## config.mk

```make
export PLATFORM = sky130hd
export DESIGN_NAME = power_meter_frame_decoder
export DESIGN_NICKNAME = d
export VERILOG_FILES = /design/src/rtl/pmfd_pkg.sv /design/src/rtl/pmfd_alu.sv /design/src/rtl/pmfd_frame.sv /design/src/rtl/power_meter_frame_decoder.sv
export SDC_FILE = /design/constraint.sdc
export NUM_CORES = 1
export LEC_CHECK = 0
export BUFFER_PORTS_ARGS = -buffer_cell sky130_fd_sc_hd__buf_2
export CELL_PAD_IN_SITES_DETAIL_PLACEMENT = 1
export CELL_PAD_IN_SITES_GLOBAL_PLACEMENT = 2
export CORE_UTILIZATION = 43
export DETAILED_ROUTE_END_ITERATION = 10
export PLACE_DENSITY_LB_ADDON = 0.1
export SLEW_MARGIN = 40
export SYNTH_ARGS = -nofsm -noshare
export SYNTH_HDL_FRONTEND = slang
export SYNTH_SLANG_ARGS = --single-unit
```

## constraint.sdc

```tcl
create_clock -name clk -period 13.1 [get_ports clk]
set_input_delay 1.31 -clock clk [delete_from_list [all_inputs] [get_ports clk]]
set_output_delay 1.31 -clock clk [all_outputs]
set_load 0.02 [all_outputs]
```

## src/rtl/pmfd_pkg.sv

```systemverilog
// ----------------------------------------------------------------------------
// pmfd_pkg
// Shared types and constants of the power meter frame decoder.
// ----------------------------------------------------------------------------
package pmfd_pkg;

  localparam logic [7:0] SYNC_FIRST  = 8'h55;
  localparam logic [7:0] SYNC_SECOND = 8'h5A;

  localparam int POS_W  = 5;   // frame position, frames of up to 32 bytes
  localparam int FLD_W  = 24;  // one metering field
  localparam int DIV_W  = 34;  // dividend and quotient width
  localparam int OPA_W  = 40;  // multiplicand / divisor operand width
  localparam int ACC_W  = 54;  // product / remainder register width
  localparam int STEP_W = 6;   // iteration count

  localparam logic [STEP_W-1:0] DIV_STEPS  = 6'd34;
  localparam logic [STEP_W-1:0] PMUL_STEPS = 6'd16;
  localparam logic [STEP_W-1:0] EMUL_STEPS = 6'd14;

  // configuration register indexes
  localparam logic [2:0] REG_VOLT_MAX = 3'd0;
  localparam logic [2:0] REG_VOLT_MIN = 3'd1;
  localparam logic [2:0] REG_CUR_MAX  = 3'd2;
  localparam logic [2:0] REG_PERIOD   = 3'd3;

  typedef enum logic {
    OP_MUL,
    OP_DIV
  } pmfd_op_t;

  typedef struct packed {
    pmfd_op_t          op;
    logic [STEP_W-1:0] steps;
    logic [OPA_W-1:0]  opa;   // multiplicand, or divisor in the low bits
    logic [DIV_W-1:0]  opb;   // multiplier left aligned, or dividend
  } pmfd_alu_req_t;

  typedef struct packed {
    logic [FLD_W-1:0] volt_param;
    logic [FLD_W-1:0] volt_reg;
    logic [FLD_W-1:0] curr_param;
    logic [FLD_W-1:0] curr_reg;
  } pmfd_fields_t;

  typedef enum logic [3:0] {
    ST_IDLE,
    ST_VDIV,
    ST_VWAIT,
    ST_CDIV,
    ST_CWAIT,
    ST_PMUL,
    ST_PWAIT,
    ST_EMUL,
    ST_EWAIT,
    ST_EMIT
  } pmfd_state_t;

endpackage

```

## src/rtl/pmfd_alu.sv

```systemverilog
// ----------------------------------------------------------------------------
// pmfd_alu
// Shared one-bit-per-cycle unit: restoring divide or shift-add multiply.
// ----------------------------------------------------------------------------
module pmfd_alu (
  input  logic                          clk,
  input  logic                          rst,
  input  logic                          start,
  input  pmfd_pkg::pmfd_alu_req_t       req,
  output logic                          done,
  output logic [pmfd_pkg::DIV_W-1:0]    quot,
  output logic [pmfd_pkg::ACC_W-1:0]    prod
);
  import pmfd_pkg::*;

  logic              busy;
  logic [STEP_W-1:0] cnt;
  pmfd_op_t          op;
  logic [ACC_W-1:0]  acc;
  logic [OPA_W-1:0]  opx;
  logic [DIV_W-1:0]  sh;

  logic [FLD_W:0]    rem_sh;
  logic [ACC_W-1:0]  add_a;
  logic [ACC_W-1:0]  add_b;
  logic              cin;
  logic [ACC_W:0]    sum;

  // single adder: accumulate for multiply, trial subtract for divide
  always_comb begin
    rem_sh = {acc[FLD_W-1:0], sh[DIV_W-1]};
    if (op == OP_MUL) begin
      add_a = {acc[ACC_W-2:0], 1'b0};
      add_b = sh[DIV_W-1] ? {{(ACC_W-OPA_W){1'b0}}, opx} : '0;
      cin   = 1'b0;
    end else begin
      add_a = {{(ACC_W-FLD_W-1){1'b0}}, rem_sh};
      add_b = ~{{(ACC_W-FLD_W){1'b0}}, opx[FLD_W-1:0]};
      cin   = 1'b1;
    end
    sum = {1'b0, add_a} + {1'b0, add_b} + {{ACC_W{1'b0}}, cin};
  end

  always_ff @(posedge clk) begin
    if (rst) begin
      busy <= 1'b0;
      done <= 1'b0;
      cnt  <= '0;
    end else begin
      done <= 1'b0;
      if (start) begin
        busy <= 1'b1;
        cnt  <= req.steps;
      end else if (busy) begin
        cnt <= cnt - 1'b1;
        if (cnt == STEP_W'(1)) begin
          busy <= 1'b0;
          done <= 1'b1;
        end
      end
    end
  end

  always_ff @(posedge clk) begin
    if (start) begin
      op  <= req.op;
      acc <= '0;
      opx <= req.opa;
      sh  <= req.opb;
    end else if (busy) begin
      if (op == OP_MUL) begin
        acc <= sum[ACC_W-1:0];
        sh  <= {sh[DIV_W-2:0], 1'b0};
      end else begin
        // carry out set means the divisor fits: keep the difference
        acc <= sum[ACC_W] ? sum[ACC_W-1:0] : {{(ACC_W-FLD_W-1){1'b0}}, rem_sh};
        sh  <= {sh[DIV_W-2:0], sum[ACC_W]};
      end
    end
  end

  assign quot = sh;
  assign prod = acc;

endmodule

```

## src/rtl/pmfd_frame.sv

```systemverilog
// ----------------------------------------------------------------------------
// pmfd_frame
// Sync hunt and byte collection of one metering frame.
// ----------------------------------------------------------------------------
module pmfd_frame #(
  parameter int FRAME_BYTES = 24
) (
  input  logic                   clk,
  input  logic                   rst,
  input  logic                   byte_en,
  input  logic [7:0]             rx_byte,
  output pmfd_pkg::pmfd_fields_t fields,
  output logic                   frame_end
);
  import pmfd_pkg::*;

  localparam logic [POS_W-1:0] LAST_POS = POS_W'(FRAME_BYTES - 1);

  logic [POS_W-1:0] pos;

  assign frame_end = byte_en && (pos > POS_W'(1)) && (pos == LAST_POS);

  always_ff @(posedge clk) begin
    if (rst) begin
      pos    <= '0;
      fields <= '0;
    end else if (byte_en) begin
      case (pos)
        POS_W'(0): pos <= (rx_byte == SYNC_FIRST) ? POS_W'(1) : POS_W'(0);
        POS_W'(1): begin
          if (rx_byte == SYNC_SECOND) begin
            pos <= POS_W'(2);
          end else begin
            pos <= (rx_byte == SYNC_FIRST) ? POS_W'(1) : POS_W'(0);
          end
        end
        default: begin
          // shift big-endian fields in; bytes past the fourth field are dropped
          if (pos <= POS_W'(4)) begin
            fields.volt_param <= {fields.volt_param[FLD_W-9:0], rx_byte};
          end else if (pos <= POS_W'(7)) begin
            fields.volt_reg <= {fields.volt_reg[FLD_W-9:0], rx_byte};
          end else if (pos <= POS_W'(10)) begin
            fields.curr_param <= {fields.curr_param[FLD_W-9:0], rx_byte};
          end else if (pos <= POS_W'(13)) begin
            fields.curr_reg <= {fields.curr_reg[FLD_W-9:0], rx_byte};
          end
          pos <= (pos == LAST_POS) ? '0 : pos + 1'b1;
        end
      endcase
    end
  end

endmodule

```

## src/rtl/power_meter_frame_decoder.sv

```systemverilog
// ----------------------------------------------------------------------------
// power_meter_frame_decoder
// Metering link frame decoder with voltage, current, power and energy.
// ----------------------------------------------------------------------------
// Feed the meter's UART bytes in one word each (tuser low) or a clear
// command (tuser high) that zeroes the energy total. Each byte that does not
// close a frame is taken at once while the block is idle. The closing byte
// starts a sequence on one shared shift/add unit that works one bit a cycle:
// a 34-step voltage divide, a 34-step current divide, a 16-step power
// multiply and a 14-step energy multiply. Each is issued from its own state
// and waited for in a wait state, and an emit state loads the output register
// once it is free, so an earlier result word still waiting there holds the
// sequence; s_tready is low all that time. A zero divisor or zero voltage
// skips the steps that no longer matter. The result word waits in an output
// register, so bytes keep flowing while it is not yet taken. There is no
// clearing pass after reset. Write configuration only while the block is idle.
// ----------------------------------------------------------------------------
module power_meter_frame_decoder #(
  parameter int FRAME_BYTES = 24
) (
  input  logic         clk,
  input  logic         rst,
  // input stream
  input  logic         s_tvalid,
  output logic         s_tready,
  input  logic [7:0]   s_tdata,   // [7:0] rx_byte
  input  logic [0:0]   s_tuser,   // [0] cmd
  // result stream
  output logic         m_tvalid,
  input  logic         m_tready,
  output logic [135:0] m_tdata,   // [15:0] voltage, [39:16] current_ma,
                                  // [79:40] power_mw, [131:80] energy_uj, pad
  output logic [1:0]   m_tuser,   // [0] relay_off, [1] zero_divisor
  // configuration writes
  input  logic         cfg_valid,
  output logic         cfg_ready,
  input  logic [2:0]   cfg_index,
  input  logic [23:0]  cfg_data
);
  import pmfd_pkg::*;

  pmfd_state_t   state, state_next;
  pmfd_fields_t  fields;
  pmfd_alu_req_t alu_req;
  logic          alu_start;
  logic          alu_done;
  logic [DIV_W-1:0] alu_quot;
  logic [ACC_W-1:0] alu_prod;

  logic        in_acc;
  logic        byte_en;
  logic        clr_en;
  logic        frame_end;

  // configuration
  logic [15:0] volt_max;
  logic [15:0] volt_min;
  logic [23:0] cur_max;
  logic [13:0] period_ms;

  // working values of the frame in flight
  logic [15:0] volt;
  logic [23:0] cur;
  logic [39:0] pw;
  logic [ACC_W-1:0] eprod;
  logic        zdiv;
  logic [51:0] energy;

  logic [DIV_W-1:0] cur_dividend;
  logic [ACC_W:0]   e_sum;
  logic [51:0]      energy_next;
  logic             relay;
  logic             out_free;

  assign in_acc   = s_tvalid && s_tready;
  assign byte_en  = in_acc && !s_tuser[0];
  assign clr_en   = in_acc && s_tuser[0];
  assign s_tready = (state == ST_IDLE);
  assign cfg_ready = 1'b1;
  assign out_free = !m_tvalid || m_tready;

  // current parameter times 1000 as shifts: 1024 - 16 - 8
  assign cur_dividend = ({10'b0, fields.curr_param} << 10)
                      - ({10'b0, fields.curr_param} << 4)
                      - ({10'b0, fields.curr_param} << 3);

  // saturating energy step
  assign e_sum = {3'b0, energy} + {1'b0, eprod};
  assign energy_next = (e_sum[ACC_W:52] != '0) ? '1 : e_sum[51:0];

  assign relay = (volt != '0) &&
                 ((volt >= volt_max) || (volt <= volt_min) || (cur >= cur_max));

  pmfd_frame #(
    .FRAME_BYTES (FRAME_BYTES)
  ) u_frame (
    .clk       (clk),
    .rst       (rst),
    .byte_en   (byte_en),
    .rx_byte   (s_tdata),
    .fields    (fields),
    .frame_end (frame_end)
  );

  pmfd_alu u_alu (
    .clk   (clk),
    .rst   (rst),
    .start (alu_start),
    .req   (alu_req),
    .done  (alu_done),
    .quot  (alu_quot),
    .prod  (alu_prod)
  );

  always_ff @(posedge clk) begin
    if (rst) begin
      state <= ST_IDLE;
    end else begin
      state <= state_next;
    end
  end

  // sequencer: issue each step to the shared unit, skip what a zero makes moot
  always_comb begin
    state_next = state;
    alu_start  = 1'b0;
    alu_req    = '{op: OP_DIV, steps: DIV_STEPS, opa: '0, opb: '0};
    case (state)
      ST_IDLE: begin
        if (frame_end) state_next = ST_VDIV;
      end
      ST_VDIV: begin
        if (fields.volt_reg == '0) begin
          state_next = ST_CDIV;
        end else begin
          alu_start  = 1'b1;
          alu_req    = '{op: OP_DIV, steps: DIV_STEPS,
                         opa: {16'b0, fields.volt_reg},
                         opb: {10'b0, fields.volt_param}};
          state_next = ST_VWAIT;
        end
      end
      ST_VWAIT: begin
        if (alu_done) state_next = ST_CDIV;
      end
      ST_CDIV: begin
        if (volt == '0) begin
          state_next = ST_EMIT;
        end else if (fields.curr_reg == '0) begin
          state_next = ST_PMUL;
        end else begin
          alu_start  = 1'b1;
          alu_req    = '{op: OP_DIV, steps: DIV_STEPS,
                         opa: {16'b0, fields.curr_reg}, opb: cur_dividend};
          state_next = ST_CWAIT;
        end
      end
      ST_CWAIT: begin
        if (alu_done) state_next = ST_PMUL;
      end
      ST_PMUL: begin
        alu_start  = 1'b1;
        alu_req    = '{op: OP_MUL, steps: PMUL_STEPS,
                       opa: {16'b0, cur}, opb: {volt, 18'b0}};
        state_next = ST_PWAIT;
      end
      ST_PWAIT: begin
        if (alu_done) state_next = ST_EMUL;
      end
      ST_EMUL: begin
        alu_start  = 1'b1;
        alu_req    = '{op: OP_MUL, steps: EMUL_STEPS,
                       opa: pw, opb: {period_ms, 20'b0}};
        state_next = ST_EWAIT;
      end
      ST_EWAIT: begin
        if (alu_done) state_next = ST_EMIT;
      end
      ST_EMIT: begin
        if (out_free) state_next = ST_IDLE;
      end
      default: state_next = ST_IDLE;
    endcase
  end

  // configuration registers; unknown indexes are dropped
  always_ff @(posedge clk) begin
    if (rst) begin
      volt_max  <= 16'd250;
      volt_min  <= 16'd180;
      cur_max   <= 24'd10000;
      period_ms <= 14'd250;
    end else if (cfg_valid && cfg_ready) begin
      case (cfg_index)
        REG_VOLT_MAX: volt_max  <= cfg_data[15:0];
        REG_VOLT_MIN: volt_min  <= cfg_data[15:0];
        REG_CUR_MAX:  cur_max   <= cfg_data;
        REG_PERIOD:   period_ms <= cfg_data[13:0];
        default: ;
      endcase
    end
  end

  // working values
  always_ff @(posedge clk) begin
    case (state)
      ST_VDIV: begin
        zdiv  <= (fields.volt_reg == '0);
        volt  <= '0;
        cur   <= '0;
        pw    <= '0;
        eprod <= '0;
      end
      ST_VWAIT: begin
        if (alu_done) volt <= (alu_quot[DIV_W-1:16] != '0) ? '1 : alu_quot[15:0];
      end
      ST_CDIV: begin
        if (fields.curr_reg == '0) zdiv <= 1'b1;
      end
      ST_CWAIT: begin
        if (alu_done) cur <= (alu_quot[DIV_W-1:24] != '0) ? '1 : alu_quot[23:0];
      end
      ST_PWAIT: begin
        if (alu_done) pw <= alu_prod[39:0];
      end
      ST_EWAIT: begin
        if (alu_done) eprod <= alu_prod;
      end
      default: ;
    endcase
  end

  // energy total: clear on command, advance at frame emit
  always_ff @(posedge clk) begin
    if (rst) begin
      energy <= '0;
    end else if (clr_en) begin
      energy <= '0;
    end else if (state == ST_EMIT && out_free && volt != '0) begin
      energy <= energy_next;
    end
  end

  // output register: load when the slot is free, hold otherwise
  always_ff @(posedge clk) begin
    if (rst) begin
      m_tvalid <= 1'b0;
    end else if (state == ST_EMIT && out_free) begin
      m_tvalid <= 1'b1;
    end else if (m_tready) begin
      m_tvalid <= 1'b0;
    end
  end

  always_ff @(posedge clk) begin
    if (state == ST_EMIT && out_free) begin
      m_tdata <= {4'b0, ((volt != '0) ? energy_next : energy), pw, cur, volt};
      m_tuser <= {zdiv, relay};
    end
  end

  // assertions
  a_done_in_wait: assert property (@(posedge clk) disable iff (rst)
    alu_done |-> (state == ST_VWAIT || state == ST_CWAIT ||
                  state == ST_PWAIT || state == ST_EWAIT))
    else $error("shared unit finished outside a wait state");

  a_frame_start: assert property (@(posedge clk) disable iff (rst)
    frame_end |=> (state == ST_VDIV))
    else $error("frame end did not start the sequence");

  a_clear: assert property (@(posedge clk) disable iff (rst)
    clr_en |=> (energy == '0))
    else $error("clear command left energy nonzero");

  a_relay_volt: assert property (@(posedge clk) disable iff (rst)
    m_tvalid |-> ((!m_tuser[0] && m_tdata[39:16] == '0) || m_tdata[15:0] != '0))
    else $error("relay or current reported with zero voltage");

endmodule
```

==> run metrics, run 1 <==
die area=0.08012 mm^2; EDFF count, synth=344; aggregate global routing overflow=0; cell taking the most area after synthesis=edfxtp_1; DP HPWL=around 84000 um; largest net degree at the start of global routing=79; deepest clock path buffer count=3; met3 wire len=4203 um; Reg power frac=45.5%; GRT Util Overall=27.71%; commonest non-fill, non-tap cell in the layout=nand2_1; die width=283.1 um; Synth warnings=0; FP Rows=102; FF+latch count, synth=634; H-Tree Depth=3; Post-Synthesis Cells=3584; unrepaired setup endpoints after global routing=false; Peak VDD IR=0.09444 mV; Post-Route WL=112700 um; CP Max Fanout=24; CP arrival=5.57 ns; setup_tns=0 ns; Die H=283.1 um; Clock transition at path regs=0.06 ns; final net count=3907; final hold vios=0; TritonCTS clock tree=done; Worst Max-Slew Pin Slew=slightly below 0.9 ns; Synth Area in Compound Gates=~18%; register area share after synthesis=roughly 48%; Post-Synth XOR/XNOR Area=3.017%; Initial Util=43.63%; Met1 Wirelength=approximately 48000 um; post-cts hold buffer count=0; Worst-Skew Late Latency=about 0.62 ns; PortBufs=176; outcome=completed; CP top delay family=compound AO/OA/AOI/OAI gates; adder-cell share of the synthesized area=8.251%; CP Launch Point=u_alu.quot[33]; DRC viols=0; HP Class=reg -> reg; Routability Congestion=0.9168; placed cell area=roughly 0.036 mm^2; Root Buffer=clkbuf_16; via count=around 28000; hold depth=0; Crit path required time=13.62 ns; synthesized area per cell=9.478 um^2; Comb pwr share=11.8%; synth top area cells=edfxtp_1, dfxtp_1, ha_1; leading cell types in the layout, fill and taps excluded=nand2_1, nor2_1, edfxtp_1, a21oi_1, dfxtp_1; setup slack, reg-to-reg=roughly 8 ns; Clock Power Share=42.7%; sw frac=26.87%; CP max stage cell=edfxtp_1; hold endpoint=m_tuser[1]; Worst R2R Start=u_alu.quot[33]; Cell Chain, Critical Path=nor2b_1, buf_4, mux2i_1, fa_1, fa_1, nor2b_1, o21ai_0, a21oi_1, o21ai_0, a21oi_1, nor3_1, o41a_1, or4_1, o221ai_1; Static Leak=between 15 and 20 nW; Pre-Repair DR Iteration Count=10; Final setup viols=0; Max Transition Viols Final=0; drt wl/cell=~24 um; setup bufs post-CTS=0; biggest regs=m_tdata x132, u_frame.fields x96; post-cts resize count=0; critical hold path startpoint=zdiv; top cell type's share of synthesized area=30.41%; post-synthesis to final-layout area growth=12.82%; largest family of logic cells by synthesized area=compound AO/OA/AOI/OAI gates; post-synthesis mux area share=2.302%; first-pass GRT wire length=around 170000 um; top layer in use=met5; CTS Sinks=634; sw power=around 0.0014 W; Design Area, Final=roughly 0.038 mm^2; crit-path max cell delay=slightly above 0.8 ns; Antenna Cells=0; f_max=198.1 MHz; PwrDens=131.8 mW/mm^2; cell area after synthesis=0.03397 mm^2; Tcrit/Tclk final=between 30% and 40%; WS Path Type=reg -> reg; distinct cell type count after synthesis=86; worst path bufs/invs=1; Final ANT Viol Nets=0; share of cells above drive strength 1=10.10%; core footprint=between 0.07 and 0.08 mm^2; Met2 Routed Length=56590 um; post-synthesis simple-gate area fraction=16.76%; Async S/R FF share, synth=0%; Largest register FFs=between 100 and 150; Top reg by flops=m_tdata; RR Endpoint=u_alu.prod[43]; Final Skew=0.01950 ns; Slew HR=roughly two fifths; Critical Path Sink Type=flip-flop; TritonCTS Buffers=73; Vias/cell=roughly 5.8; Final min period=5.048 ns; I/O pin count=182; initial drt markers=1781; initial antenna violation count=2; number of global-route vias before repair=28766; maxcap violations=0; Critical Path Source Type=flip-flop; Most used DFF post-synth=edfxtp_1; worst reg2reg path depth=14; Pint=between 0.003 and 0.004 W
[through the flow]
step	worst slack [ns]	total power [W]	util (%)	hold WS (ns)	std cells
CTS	7.936	0.005087	49.13	0.4579	4751
floorplan	4.123	0.002701	-	0.4003	3587
detailed placement	7.988	0.002930	45.90	0.4224	4616
finish	8.052	0.005051	49.23	0.4564	4754
global placement	8.066	0.002914	45.77	0.4380	4611
global route	7.735	0.005233	49.23	0.4667	4754
[power by group through the flow]
stage / registers (W) / logic [W] / clock network (W)
finish: 0.00230 / 0.000595 / 0.00215
detailed placement: 0.00234 / 0.000588 / 0
global placement: 0.00234 / 0.000572 / 0
floorplan: 0.00227 / 0.000435 / 0
CTS: 0.00230 / 0.000594 / 0.00219
global route: 0.00231 / 0.000661 / 0.00226
[Yosys cell counts, types with 10 or more instances]
| master | number |
|---|---|
| and2_1 | 79 |
| nand3_1 | 48 |
| o21bai_1 | 20 |
| clkbuf_1 | 199 |
| nand4_1 | 56 |
| and3_1 | 58 |
| a222oi_1 | 44 |
| dfxtp_1 | 290 |
| o21ai_0 | 152 |
| a21oi_1 | 313 |
| xnor2_1 | 72 |
| nand2_1 | 421 |
| edfxtp_1 | 344 |
| a22o_1 | 19 |
| nor2b_1 | 47 |
| ha_1 | 192 |
| nor3_1 | 40 |
| a31oi_1 | 34 |
| fa_1 | 20 |
| nand2b_1 | 35 |
| nor4_1 | 26 |
| o21a_1 | 63 |
| a22oi_1 | 12 |
| mux2i_1 | 77 |
| inv_1 | 134 |
| xor2_1 | 45 |
| a211oi_1 | 85 |
| o31ai_1 | 10 |
| a21o_1 | 69 |
| o211ai_1 | 33 |
| nor2_1 | 390 |
| buf_2 | 10 |
[final cells by class]
type                    instances  area [um^2]
clock buffers                  99         2016
clock inverters                36        494.2
fillers                      8803        39530
inverters                     136        510.5
multi-input cells            2589        16550
flip-flops and latches        634        16140
well taps                    1040         1301
repair buffers                220         1311
[worst reg2reg max path: stages, from the launching register on]
cell	delay, ns
edfxtp_1	0.81
nor2b_1	0.23
buf_4	0.28
mux2i_1	0.15
fa_1	0.50
fa_1	0.45
nor2b_1	0.16
o21ai_0	0.13
a21oi_1	0.26
o21ai_0	0.18
a21oi_1	0.36
nor3_1	0.22
o41a_1	0.49
or4_1	0.62
o221ai_1	0.11
[layer usage]
| layer | GRT usage, % | vias up |
|---|---|---|
| met5 | 0 | - |
| met4 | 9.514 | 2 |
| met2 | 49.26 | 612 |
| met3 | 3.116 | 176 |
| li1 | - | 13062 |
| met1 | 34.71 | 13827 |
[worst max-delay path by stage]
stage                           to  cells past startpoint  slack, ns
floorplan               energy[43]                      8       4.12
global placement    u_alu.prod[44]                     14       8.07
detailed placement  u_alu.prod[44]                     14       7.99
CTS                 u_alu.prod[43]                     13       7.94
global route        u_alu.prod[44]                     15       7.74
finish              u_alu.prod[43]                     14       8.05
[logic make-up after synthesis]
family	count (synthesis)
AND/OR/NAND/NOR	1241
AO/OA/AOI/OAI	936
flip-flops	634
buffers and inverters	364
adder cells (fa/ha/maj)	212
XOR/XNOR	117
multiplexers	78
other	2
Power figures use the tool's default switching activity.
==> inputs of run 2 (changes only) <==
--- a/config.mk
+++ b/config.mk
@@ -8,7 +8,7 @@
 export BUFFER_PORTS_ARGS = -buffer_cell sky130_fd_sc_hd__buf_2
 export CELL_PAD_IN_SITES_DETAIL_PLACEMENT = 1
 export CELL_PAD_IN_SITES_GLOBAL_PLACEMENT = 2
-export CORE_UTILIZATION = 43
+export CORE_UTILIZATION = 40
 export DETAILED_ROUTE_END_ITERATION = 10
 export PLACE_DENSITY_LB_ADDON = 0.1
 export SLEW_MARGIN = 40
==> constraint.sdc (replaced) <==
create_clock -name clk -period 4.8 [get_ports clk]
set_input_delay 0.48 -clock clk [delete_from_list [all_inputs] [get_ports clk]]
set_output_delay 0.48 -clock clk [all_outputs]
set_load 0.02 [all_outputs]
==> run 2 against run 1 <==
Power rose to 2.7 times the previous value. Largest cell class unchanged. Non-clock buffer count rose by 7. First-iteration DRC count is 0.62% lower. Critical endpoint is now u_alu.prod[44]. Worst setup slack got worse by 7.7 ns.
==> run metrics, run 2 (synthesized netlist as in run 1, its figures left out) <==
setup_tns=0 ns (unchanged); die width=293.4 um (+3.7%); Clock transition at path regs=0.06 ns (about the same); Post-Route WL=109900 um (-2.4%); number of global-route vias before repair=28340 (-1.5%); Static Leak=15.30 nW (+0.42%); CP arrival=5.09 ns (-0.48 ns); Largest register FFs=132 (unchanged); Reg power frac=45.3% (-0.2 points); PortBufs=176 (unchanged); Final Skew=0.03350 ns (+0.01400 ns); share of cells above drive strength 1=10.41% (+0.31 points); Worst Max-Slew Pin Slew=0.7887 ns (-0.07995 ns); sw frac=27.45% (+0.58 points); Setup WS pre-CTS=0.2804 ns (-7.708 ns); unrepaired setup endpoints after global routing=false; setup bufs post-CTS=0 (unchanged); GRT Util Overall=25.42% (-2.3 points); first-pass GRT wire length=170300 um (-1.9%); core footprint=0.08382 mm^2 (+7.7%); Root Buffer=clkbuf_16; deepest clock path buffer count=3 (unchanged); Top reg by flops=m_tdata; Final setup viols=0 (unchanged); maxcap violations=0 (unchanged); Pint=0.01004 W (+170%); I/O pin count=182 (unchanged); DRC viols=0 (unchanged); CP Max Fanout=9 (-63%); Worst-Skew Late Latency=0.66 ns (+0.04 ns); die area=0.08609 mm^2 (+7.4%); drt wl/cell=22.61 um (-4.6%); final hold vios=0 (unchanged); outcome=completed; Peak VDD IR=0.2466 mV (+160%); Critical Path Sink Type=flip-flop; H-Tree Depth=3 (unchanged); PwrDens=358.9 mW/mm^2 (+170%); sw power=0.003799 W (+180%); initial drt markers=1770 (-0.62%); post-synthesis to final-layout area growth=13.53%; Crit path required time=5.39 ns (-8.23 ns); aggregate global routing overflow=0 (unchanged); leading cell types in the layout, fill and taps excluded=nand2_1, nor2_1, edfxtp_1, a21oi_1, dfxtp_1; post-cts resize count=0 (unchanged); Max Transition Viols Final=0 (unchanged); final net count=3917 (+0.26%); Fillers=9541 (+8.4%); placed cell area=0.03592 mm^2 (+0.51%); FP Rows=106 (+3.9%); f_max=222.4 MHz (+12%); Pre-Repair DR Iteration Count=7 (-3); Tcrit/Tclk final=93.69% (+55 points); CTS Sinks=634 (unchanged); Critical Path Source Type=flip-flop; Comb pwr share=11.6% (-0.2 points); DP HPWL=80750 um (-3.3%); post-layout util=46.01% (-3.2 points); commonest non-fill, non-tap cell in the layout=nand2_1; Vias/cell=5.670 (-2.6%); Die H=293.4 um (+3.7%); Multi-input gate area=0.01654 mm^2 (about the same); HP Class=in -> reg; Clock Power Share=43.1% (+0.4 points); TritonCTS clock tree=done; Design Area, Final=0.03856 mm^2 (+0.63%); TritonCTS Buffers=76 (+4.1%); min setup slack post-route=0.3031 ns (-7.748 ns); Routability Congestion=0.9173 (about the same); Final min period=4.497 ns (-0.5516 ns); Final ANT Viol Nets=0 (unchanged); WS Path Type=reg -> reg; post-cts hold buffer count=0 (unchanged); biggest regs=m_tdata x132, u_frame.fields x96; Initial Util=40.52% (-3.1 points); via count=27575 (-0.38%); initial antenna violation count=3 (+1); Slew HR=47.10% (+5.5 points); largest net degree at the start of global routing=135 (+71%); Seq. cell area=0.01614 mm^2 (unchanged)
[run 2: cell types whose count changed in the layout (fill, tap and decap cells not counted), moves of 4 or more]
cell,before,now
buf_6,6,2
clkbuf_1,18,14
clkbuf_8,7,13
buf_4,34,45
bufinv_16,10,5
[run 2: power groups by stage]
| stage | clock network (W) | registers [W] | logic [W] |
|---|---|---|---|
| global route | 0.00631 | 0.00629 | 0.00179 |
| floorplan | 0 | 0.00618 | 0.00119 |
| detailed placement | 0 | 0.00638 | 0.00160 |
| CTS | 0.00611 | 0.00627 | 0.00161 |
| global placement | 0 | 0.00638 | 0.00155 |
| finish | 0.00596 | 0.00627 | 0.00160 |
[run 2: worst paths after layout]
check                           slack [ns]              to    startpoint  cells past startpoint
worst min register to register        0.45     m_tdata[68]        pw[28]                      0
worst max register to register        0.30  u_alu.prod[44]      u_alu.op                     14
worst max-delay path                  0.30  u_alu.prod[44]      u_alu.op                     14
worst min-delay path                  0.07     cur_max[19]  cfg_data[19]                      3
[run 2: final cells by class]
| cell class | count | share of cell area, % |
|---|---|---|
| flip-flops and latches | 634 | 41.84 |
| multi-input cells | 2589 | 42.89 |
| repair buffers | 227 | 3.504 |
| diodes | 1 | 0.006489 |
| clock buffers | 104 | 5.597 |
| well taps | 1134 | 3.679 |
| inverters | 136 | 1.324 |
| clock inverters | 38 | 1.152 |
[run 2: metrics by stage]
stage	power (W)	hold slack [ns]	instances
after CTS	0.01399	0.02189	4861
after global routing	0.01439	0.06350	4862
after global placement	0.007929	0.4418	4717
after floorplan	0.007370	0.4003	3587
after detailed placement	0.007979	0.4361	4719
final	0.01384	0.06524	4863
[run 2: critical path, cell delays in order (launching register included)]
cell and delay [ns]:
edfxtp_1 0.47, nor2b_1 0.22, mux2i_1 0.14, fa_1 0.49, fa_1 0.44, nor2b_1 0.19, o21ai_0 0.13, a21oi_1 0.28
o21ai_0 0.23, a21oi_1 0.36, nor3_1 0.22, o41a_1 0.51, or4_1 0.53, o21ai_0 0.09, a22o_1 0.14
[run 2: metal layers]
metal  vias up  wire length, um  global-route usage [%]
met3       155             4214                   2.867
li1      13091                -                       -
met4         0             3400                   8.448
met5         -                0                       0
met1     13772            47320                   32.15
met2       557            55000                   44.88
